`src/hdl/event_block_match_sad_defines.svh`:
```
// ----------------------------------------------------------------------------
// Assertion macros for the event block matcher
// Expects clk and rst_n in the scope of use.
// ----------------------------------------------------------------------------
`ifndef EVENT_BLOCK_MATCH_SAD_DEFINES_SVH
`define EVENT_BLOCK_MATCH_SAD_DEFINES_SVH

`ifndef ASSERT_OFF
`define EBMS_ASSERT(label, prop, msg) \
    label: assert property (@(posedge clk) disable iff (!rst_n) prop) else $error(msg);
`define EBMS_ASSERT_NEVER(label, cond, msg) \
    label: assert property (@(posedge clk) disable iff (!rst_n) !(cond)) else $error(msg);
`else
`define EBMS_ASSERT(label, prop, msg)
`define EBMS_ASSERT_NEVER(label, cond, msg)
`endif

`endif

```
`src/hdl/ebms_pkg.sv`:
```
// ----------------------------------------------------------------------------
// ebms_pkg
// Sizes, constants and per-column SAD helpers for the event block matcher.
// ----------------------------------------------------------------------------
package ebms_pkg;

    localparam int BLOCK      = 5;
    localparam int SEARCH     = 3;
    localparam int PIXEL_BITS = 4;

    localparam int FIELD_W = 44;
    localparam int NSHIFT  = 2 * SEARCH + 1;
    localparam int COLS    = BLOCK + 2 * SEARCH;
    localparam int CNT_W   = $clog2(COLS);
    localparam int IDX_W   = $clog2(NSHIFT);
    localparam int DIFF_W  = 5;
    localparam int SUM_W   = 16;
    localparam int SAD_W   = 15;
    localparam int OFS_W   = 3;
    localparam int FLOW_W  = 2 * OFS_W;

    localparam logic [SUM_W-1:0]  SUM_RESET     = 16'h7fff;
    localparam logic [SAD_W-1:0]  SAD_OUT_RESET = 15'h7fff;
    localparam logic [FLOW_W-1:0] FLOW_RESET    = 6'h3f;
    localparam logic [CNT_W-1:0]  CNT_LAST      = CNT_W'(COLS - 1);

    typedef logic [FIELD_W-1:0]           column_t;
    typedef logic [SUM_W-1:0]             sum_t;
    typedef logic [NSHIFT-1:0][SUM_W-1:0] sum_vec_t;

    // pixel l of a packed column; positions past the field read as zero
    function automatic logic [PIXEL_BITS-1:0] pixel_at(input column_t col, input int l);
        column_t sh;
        sh = col >> (PIXEL_BITS * l);
        return sh[PIXEL_BITS-1:0];
    endfunction

    // |a - b| kept as a 5-bit signed value
    function automatic logic [DIFF_W-1:0] abs_diff(input logic [PIXEL_BITS-1:0] a,
                                                   input logic [PIXEL_BITS-1:0] b);
        logic [DIFF_W-1:0] d;
        d = DIFF_W'(a) - DIFF_W'(b);
        if (d[DIFF_W-1])
        begin
            d = DIFF_W'(0) - d;
        end
        return d;
    endfunction

    // column SAD of the centered reference pixels against the target at one shift
    function automatic sum_t column_sad(input column_t ref_col, input column_t tag_col,
                                        input int shift);
        sum_t              s;
        logic [DIFF_W-1:0] d;
        s = '0;
        for (int j = 0; j < BLOCK; j++)
        begin
            d = abs_diff(pixel_at(ref_col, j + SEARCH), pixel_at(tag_col, shift + j));
            s = s + {{(SUM_W-DIFF_W){d[DIFF_W-1]}}, d};
        end
        return s;
    endfunction

endpackage

```
`src/hdl/ebms_col_if.sv`:
```
// ----------------------------------------------------------------------------
// ebms_col_if
// Column channel: one reference and one target column per transaction.
// ----------------------------------------------------------------------------
interface ebms_col_if import ebms_pkg::*; ();

    logic    valid;
    logic    ready;
    column_t ref_column;
    column_t tag_column;

    modport source (output valid, output ref_column, output tag_column, input ready);
    modport sink   (input valid, input ref_column, input tag_column, output ready);

endinterface

```
`src/hdl/ebms_res_if.sv`:
```
// ----------------------------------------------------------------------------
// ebms_res_if
// Result channel: best SAD and flow code of one event per transaction.
// ----------------------------------------------------------------------------
interface ebms_res_if import ebms_pkg::*; ();

    logic              valid;
    logic              ready;
    logic [SAD_W-1:0]  min_sad;
    logic [FLOW_W-1:0] flow_code;

    modport source (output valid, output min_sad, output flow_code, input ready);
    modport sink   (input valid, input min_sad, input flow_code, output ready);

endinterface

```
`src/hdl/event_block_match_sad.sv`:
```
// ----------------------------------------------------------------------------
// event_block_match_sad - SAD block matching over one event's pixel columns
// columns: every transaction is one column pair; BLOCK+2*SEARCH columns make
//   an event, the first one starting a fresh search. There is no framing
//   signal, only reset realigns the column count.
// results: one transaction per event, after its last column, carrying the
//   smallest windowed SAD and its flow code (shift y in 5..3, offset x 2..0).
// Throughput: one column per cycle. Pipeline of five registers: input,
//   column SAD, window sums, window minimum, best/result register.
// results.valid rises once the last column has passed stages 1 to 4 and loads the result register.
// Stall: a result waiting in the output register does not block input;
//   columns.ready drops only when the next event's last column reaches stage 4
//   while the output register is still full and results.ready is low.
// Reset: column count, window sums and best match are cleared, no result.
// ----------------------------------------------------------------------------
`include "event_block_match_sad_defines.svh"

module event_block_match_sad import ebms_pkg::*; (
    input logic        clk,
    input logic        rst_n,
    ebms_col_if.sink   columns,
    ebms_res_if.source results
);

    logic adv;

    // column counter
    logic [CNT_W-1:0] cnt_reg;
    logic [CNT_W-1:0] cnt_next;

    // stage 1: input register
    logic             s1_valid_reg;
    column_t          s1_ref_reg;
    column_t          s1_tag_reg;
    logic [CNT_W-1:0] s1_pos_reg;

    // stage 2: column sums
    logic             s2_valid_reg;
    sum_vec_t         s2_colsum_reg;
    logic [CNT_W-1:0] s2_pos_reg;
    sum_vec_t         colsum;
    logic             s2_first;
    logic             s2_sub;

    // stage 3: window sums and history
    logic             s3_valid_reg;
    logic [CNT_W-1:0] s3_pos_reg;
    sum_vec_t         window_reg;
    sum_vec_t         window_next;
    sum_vec_t         hist_reg [BLOCK];

    // stage 4: window minimum
    logic             s4_valid_reg;
    logic [CNT_W-1:0] s4_pos_reg;
    sum_t             s4_min_reg;
    logic [IDX_W-1:0] s4_idx_reg;
    sum_t             min_val;
    logic [IDX_W-1:0] min_idx;
    logic             s4_first;
    logic             s4_upd;
    logic             s4_last;
    logic [OFS_W-1:0] s4_x;

    // stage 5: best match and result register
    sum_t              best_sum_reg;
    logic [FLOW_W-1:0] best_flow_reg;
    sum_t              best_base;
    logic [FLOW_W-1:0] flow_base;
    logic              take;
    sum_t              best_sum_next;
    logic [FLOW_W-1:0] best_flow_next;
    logic              push;
    logic              res_valid_reg;
    logic              res_valid_next;
    logic [SAD_W-1:0]  res_sad_reg;
    logic [FLOW_W-1:0] res_flow_reg;

    // the whole pipeline holds only when a result meets a full output register and results.ready is low
    assign adv = !(s4_valid_reg && s4_last && res_valid_reg && !results.ready);
    assign columns.ready = adv;

    assign cnt_next = (cnt_reg == CNT_LAST) ? '0 : cnt_reg + CNT_W'(1);

    always_ff @(posedge clk or negedge rst_n)
    begin
        if (!rst_n)
        begin
            cnt_reg <= '0;
        end
        else if (columns.valid && columns.ready)
        begin
            cnt_reg <= cnt_next;
        end
    end

    // ---------------- stage 1 ----------------
    always_ff @(posedge clk or negedge rst_n)
    begin
        if (!rst_n)
        begin
            s1_valid_reg <= 1'b0;
        end
        else if (adv)
        begin
            s1_valid_reg <= columns.valid;
        end
    end

    always_ff @(posedge clk)
    begin
        if (adv && columns.valid)
        begin
            s1_ref_reg <= columns.ref_column;
            s1_tag_reg <= columns.tag_column;
            s1_pos_reg <= cnt_reg;
        end
    end

    // ---------------- stage 2 ----------------
    always_comb
    begin
        for (int i = 0; i < NSHIFT; i++)
        begin
            colsum[i] = column_sad(s1_ref_reg, s1_tag_reg, i);
        end
    end

    always_ff @(posedge clk or negedge rst_n)
    begin
        if (!rst_n)
        begin
            s2_valid_reg <= 1'b0;
        end
        else if (adv)
        begin
            s2_valid_reg <= s1_valid_reg;
        end
    end

    always_ff @(posedge clk)
    begin
        if (adv && s1_valid_reg)
        begin
            s2_colsum_reg <= colsum;
            s2_pos_reg    <= s1_pos_reg;
        end
    end

    // ---------------- stage 3 ----------------
    assign s2_first = (s2_pos_reg == '0);
    // the column BLOCK steps back leaves the window from column BLOCK+1 on
    assign s2_sub   = (s2_pos_reg >= CNT_W'(BLOCK));

    always_comb
    begin
        for (int i = 0; i < NSHIFT; i++)
        begin
            window_next[i] = (s2_first ? '0 : window_reg[i]) + s2_colsum_reg[i]
                           - (s2_sub ? hist_reg[0][i] : '0);
        end
    end

    always_ff @(posedge clk or negedge rst_n)
    begin
        if (!rst_n)
        begin
            s3_valid_reg <= 1'b0;
            window_reg   <= '0;
        end
        else if (adv)
        begin
            s3_valid_reg <= s2_valid_reg;
            if (s2_valid_reg)
            begin
                window_reg <= window_next;
            end
        end
    end

    always_ff @(posedge clk)
    begin
        if (adv && s2_valid_reg)
        begin
            s3_pos_reg <= s2_pos_reg;
            for (int j = 0; j < BLOCK - 1; j++)
            begin
                hist_reg[j] <= hist_reg[j+1];
            end
            hist_reg[BLOCK-1] <= s2_colsum_reg;
        end
    end

    // ---------------- stage 4 ----------------
    // first shift with the strictly smallest signed sum wins
    always_comb
    begin
        min_val = window_reg[0];
        min_idx = '0;
        for (int i = 1; i < NSHIFT; i++)
        begin
            if ($signed(window_reg[i]) < $signed(min_val))
            begin
                min_val = window_reg[i];
                min_idx = IDX_W'(i);
            end
        end
    end

    always_ff @(posedge clk or negedge rst_n)
    begin
        if (!rst_n)
        begin
            s4_valid_reg <= 1'b0;
        end
        else if (adv)
        begin
            s4_valid_reg <= s3_valid_reg;
        end
    end

    always_ff @(posedge clk)
    begin
        if (adv && s3_valid_reg)
        begin
            s4_min_reg <= min_val;
            s4_idx_reg <= min_idx;
            s4_pos_reg <= s3_pos_reg;
        end
    end

    // ---------------- stage 5 ----------------
    assign s4_first = (s4_pos_reg == '0);
    assign s4_upd   = (s4_pos_reg >= CNT_W'(BLOCK - 1));
    assign s4_last  = (s4_pos_reg == CNT_LAST);
    assign s4_x     = OFS_W'({1'b0, s4_pos_reg} + (CNT_W+1)'(1) - (CNT_W+1)'(BLOCK));

    assign best_base = s4_first ? SUM_RESET : best_sum_reg;
    assign flow_base = s4_first ? FLOW_RESET : best_flow_reg;
    assign take      = s4_upd && ($signed(s4_min_reg) < $signed(best_base));

    assign best_sum_next  = take ? s4_min_reg : best_base;
    assign best_flow_next = take ? {OFS_W'(s4_idx_reg), s4_x} : flow_base;

    assign push = adv && s4_valid_reg && s4_last;

    always_comb
    begin
        res_valid_next = res_valid_reg;
        if (results.ready)
        begin
            res_valid_next = 1'b0;
        end
        if (push)
        begin
            res_valid_next = 1'b1;
        end
    end

    always_ff @(posedge clk or negedge rst_n)
    begin
        if (!rst_n)
        begin
            best_sum_reg  <= SUM_RESET;
            best_flow_reg <= FLOW_RESET;
            res_valid_reg <= 1'b0;
        end
        else
        begin
            res_valid_reg <= res_valid_next;
            if (adv && s4_valid_reg)
            begin
                best_sum_reg  <= best_sum_next;
                best_flow_reg <= best_flow_next;
            end
        end
    end

    always_ff @(posedge clk)
    begin
        if (push)
        begin
            res_sad_reg  <= best_sum_next[SAD_W-1:0];
            res_flow_reg <= best_flow_next;
        end
    end

    assign results.valid     = res_valid_reg;
    assign results.min_sad   = res_sad_reg;
    assign results.flow_code = res_flow_reg;

    // ---------------- checks ----------------
    `EBMS_ASSERT(a_cnt_wrap, (columns.valid && columns.ready && cnt_reg == CNT_LAST) |=> (cnt_reg == '0), "column count did not wrap at end of event")
    `EBMS_ASSERT(a_res_from_last, $rose(res_valid_reg) |-> $past(s4_valid_reg && s4_last), "result raised without a last column")
    `EBMS_ASSERT_NEVER(a_flow_idle, results.valid && results.flow_code == FLOW_RESET && results.min_sad != SAD_OUT_RESET, "untouched flow code with a real SAD")

endmodule

```
`src/flat_wrapper.sv`:
```
// flat-port wrapper written by rule: the top's interface ports become plain ports
module event_block_match_sad_flat import ebms_pkg::*;
  (clk, rst_n, columns_valid, columns_ref_column, columns_tag_column, columns_ready, results_valid, results_min_sad, results_flow_code, results_ready);
  ebms_col_if columns_i ();
  ebms_res_if results_i ();
  input logic clk;
  input logic rst_n;
  input wire logic [$bits(columns_i.valid)-1:0] columns_valid;
  input wire logic [$bits(columns_i.ref_column)-1:0] columns_ref_column;
  input wire logic [$bits(columns_i.tag_column)-1:0] columns_tag_column;
  output wire logic [$bits(columns_i.ready)-1:0] columns_ready;
  output wire logic [$bits(results_i.valid)-1:0] results_valid;
  output wire logic [$bits(results_i.min_sad)-1:0] results_min_sad;
  output wire logic [$bits(results_i.flow_code)-1:0] results_flow_code;
  input wire logic [$bits(results_i.ready)-1:0] results_ready;
  assign columns_i.valid = columns_valid;
  assign columns_i.ref_column = columns_ref_column;
  assign columns_i.tag_column = columns_tag_column;
  assign columns_ready = columns_i.ready;
  assign results_valid = results_i.valid;
  assign results_min_sad = results_i.min_sad;
  assign results_flow_code = results_i.flow_code;
  assign results_i.ready = results_ready;
  event_block_match_sad u_core (.clk(clk), .rst_n(rst_n), .columns(columns_i), .results(results_i));
endmodule
```
`config.mk`:
```
export PLATFORM = sky130hd
export DESIGN_NAME = event_block_match_sad_flat
export DESIGN_NICKNAME = d
export VERILOG_FILES = /design/src/hdl/ebms_pkg.sv /design/src/hdl/ebms_col_if.sv /design/src/hdl/ebms_res_if.sv /design/src/hdl/event_block_match_sad.sv /design/src/flat_wrapper.sv
export VERILOG_INCLUDE_DIRS = /design/src /design/src/hdl
export SDC_FILE = /design/constraint.sdc
export NUM_CORES = 2
export LEC_CHECK = 0
export BUFFER_PORTS_ARGS = -buffer_cell sky130_fd_sc_hd__buf_2
export CELL_PAD_IN_SITES_DETAIL_PLACEMENT = 1
export CELL_PAD_IN_SITES_GLOBAL_PLACEMENT = 2
export CORE_AREA = 5 5 368 370
export CTS_BUF_LIST = sky130_fd_sc_hd__clkbuf_4
export CTS_CLUSTER_DIAMETER = 60
export DETAILED_ROUTE_END_ITERATION = 12
export DIE_AREA = 0 0 373 375
export PLACE_DENSITY = 0.83
export SLEW_MARGIN = 20
export SYNTH_ARGS = -nofsm -noshare
export SYNTH_HDL_FRONTEND = slang
export SYNTH_SLANG_ARGS = --single-unit
```
`constraint.sdc`:
```
create_clock -name clk -period 21.7 [get_ports clk]
set_input_delay 1.085 -clock clk [delete_from_list [all_inputs] [get_ports clk]]
set_output_delay 1.085 -clock clk [all_outputs]
set_load 0.1 [all_outputs]
```
==> metrics.md <==
| Metric | Value |
|---|---|
| Layout Nets | `5631` |
| Cell variety after synth | `68` |
| Post-synthesis sequential area ratio | `51.1%` |
| Via count | `33400` |
| CTS buffer count | `239` |
| Most frequent cells in the layout | `edfxtp_1, inv_1, ha_1, clkbuf_4, nand2_1` |
| First-pass GRT wire length | `197 mm` |
| CP arrival | `15.78 ns` |
| Async SR Flop Fraction | `15.3%` |
| DP Area | `56200 um^2` |
| Status | `finished clean` |
| Drt first pass iters | `5` |
| Worst slew pin tran | `1.10 ns` |
| Ys flop type | `edfxtp_1` |
| Number of port buffers | `90` |
| Setup crit end kind | `flip-flop` |
| Syn avg cell area | `12.0 um^2` |
| P&R area growth vs syn | `12.1%` |
| DIE WIDTH | `373 um` |
| Library cell with the largest summed area after synthesis | `edfxtp_1` |
| CTS root buf | `clkbuf_4` |
| Pins Over Slew Limit | `0` |
| # setup viols final | `0` |
| Max_cap viols | `0` |
| Max reg flops | `560` |
| Die Ht | `375 um` |
| Final non-filler cell area | `60200 um^2` |
| Area of the core | `132000 um^2` |
| Initial Util | `40.6%` |
| Share of cells above drive strength 1 | `12.1%` |
| Num ports | `115` |
| Hold Crit Class | `primary input to flip-flop` |
| Final HPWL DP | `90.7 mm` |
| Clock net sink count | `935` |
| Skew-Pair Late Insertion Delay | `1.19 ns` |
| GP Congestion | `0.801` |
| Delay-heaviest family, CP | `compound AO/OA/AOI/OAI gates` |
| WP data required | `22.68 ns` |
| GRT Total Usage | `17.8%` |
| Htree depth | `4` |
| Synth area leaders | `edfxtp_1, ha_1, fa_1, dfrtp_1, inv_1` |
| Crit-path max FO | `19` |
| Post-Syn Area | `53600 um^2` |
| Detailed Route WL | `123 mm` |
| Post-route ant nets | `0` |
| Worst setup path category | `flip-flop to flip-flop` |
| Ys Warns | `0` |
| Syn nets | `5278` |
| Post-synthesis register bit count | `935` |
| Clk pin slew, worst setup/hold paths | `0.07 ns` |
| Post-Syn Instances | `4470` |
| Vias per cell | `4.91` |
| Initial DRC Count | `1644` |
| Post-route DRC violation count | `0` |
| Crit path buffers/inverters | `7` |
| Post-synth EDFFs | `792` |
| DIE AREA | `140000 um^2` |
| Pin count of the biggest net entering global routing | `141` |
| Gr ovfl total | `0` |
| Setup crit start kind | `flip-flop` |
| Commonest non-fill, non-tap cell in the layout | `edfxtp_1` |
| Critical Path Slowest Stage Cell | `a2111oi_0` |
| Max Clock Skew | `0.0838 ns` |
| Post-CTS Setup Bufs | `0` |
| Wirelength per Cell | `18.1 um` |
| CTS tree | `built` |
| Post-Route Setup TNS | `0 ns` |
| Core Rows | `134` |
| Final hold violations | `0` |
| CP peak stage delay | `0.82 ns` |
| Period minus WS final | `14.80 ns` |
| Unrepaired setup endpoints after global routing | `no` |
| Vias in the first global route | `36400` |
| Relative slew slack | `26.9%` |
| Initial antenna violation count | `5` |
| Tcrit/Tclk final | `68.2%` |
| F_max | `67.6 MHz` |
| Share of the synthesized area in the top cell type | `44.3%` |
| Max Root-Sink Buffers | `3` |
-- cell type report --
type	count	area [um^2]
Fill cell	14100	72100
Sequential cell	935	27400
Multi-Input combinational cell	2692	23100
Inverter	772	2910
Clock buffer	351	2640
Tap cell	1768	2210
Timing Repair Buffer	183	1340
Clock inverter	96	561
Antenna cell	3	7.51
-- worst reg2reg max path, delay by kind of cell (launching register included) --
| kind | cells | cell delay (ns) |
|---|---|---|
| adder cells (fa/ha/maj) | 6 | 1.75 |
| buffers and inverters | 7 | 1.15 |
| flip-flops | 1 | 0.40 |
| AO/OA/AOI/OAI | 29 | 7.51 |
| AND/OR/NAND/NOR | 12 | 1.89 |
| multiplexers | 5 | 1.93 |
-- through the flow --
| step | util, % | instances | setup slack [ns] | hold WS, ns |
|---|---|---|---|---|
| after floorplan | - | 4470 | 3.43 | 0.400 |
| after global placement | 42.5 | 6282 | 6.37 | 0.400 |
| after detailed placement | 42.5 | 6282 | 6.30 | 0.405 |
| after CTS | 45.4 | 6795 | 6.29 | 0.0525 |
| after global routing | 45.5 | 6799 | 5.85 | 0.159 |
| final | 45.5 | 6800 | 6.90 | 0.246 |
-- cell families after synthesis --
logic type	after synthesis	synth area share, %
XOR/XNOR	267	4.36
buffers and inverters	843	6.01
multiplexers	133	2.64
AND/OR/NAND/NOR	824	7.22
adder cells (fa/ha/maj)	716	20.0
AO/OA/AOI/OAI	752	8.68
flip-flops	935	51.1
-- worst paths after layout --
kind | start | endpoint | slack (ns) | cells past startpoint
setup / recovery | u_core.window_reg[7]$_DFFE_PN0P_ | u_core.s4_min_reg[5]$_DFFE_PP_ | 6.90 | 59
hold / removal | columns_valid | u_core.s1_valid_reg$_DFFE_PN0N_ | 0.25 | 3
setup reg to reg | u_core.window_reg[7]$_DFFE_PN0P_ | u_core.s4_min_reg[5]$_DFFE_PP_ | 6.90 | 59
hold reg to reg | u_core.hist_reg[0][299]$_DFFE_PP_ | u_core.hist_reg[0][187]$_DFFE_PP_ | 0.38 | 0
max in group asynchronous | rst_n | u_core.window_reg[26]$_DFFE_PN0P_ | 19.38 | 4
min in group asynchronous | rst_n | u_core.results.valid$_DFFE_PN0P_ | 0.44 | 2
-- cells in the mapped netlist, types with 3 or more instances --
library cell    n
fa_1          239
o31ai_1        40
xor2_1         69
o21bai_1        5
and2_1        116
nor3b_1         3
a21oi_1       173
a31oi_1        39
nor2b_1        33
o21ai_0       230
nor3_1         47
dfrtp_1       122
mux2_2         55
a21boi_0       22
clkbuf_1       52
a2111o_1        3
a2111oi_0       6
nand2b_1       46
edfxtp_1      792
a211oi_1       14
mux2_1          9
buf_6           4
nand3_1        22
buf_1           9
nand4_1        16
dfstp_2        21
nor2_1        150
a211o_1         8
nand2_1       349
ha_1          477
inv_1         772
or2_2           3
a21o_1        168
xnor2_1       198
o21a_1         14
and3_1         17
buf_2           3
o21ai_1        12
mux2i_1        68
or3_1           8
and4_1          3
-- timing repair --
item                                    4_1_cts  5_1_grt
hold buffers                                 66        0
endpoints found under the setup margin        0        0
endpoints found under the hold margin       107        0
resized for setup                             0        0
-- per-layer routing --
layer / wire length [um] / track usage, % / vias up
met1: 57700 / 24.0 / 16500
met3: 4210 / 2.99 / 203
met2: 58400 / 29.3 / 525
met4: 2830 / 5.64 / 2
met5: 9 / 0 / -
li1: - / - / 16100
Power is left out: the tool's default activity adds up to more than one toggle a clock period on the data nets, which glitch-free logic cannot reach.
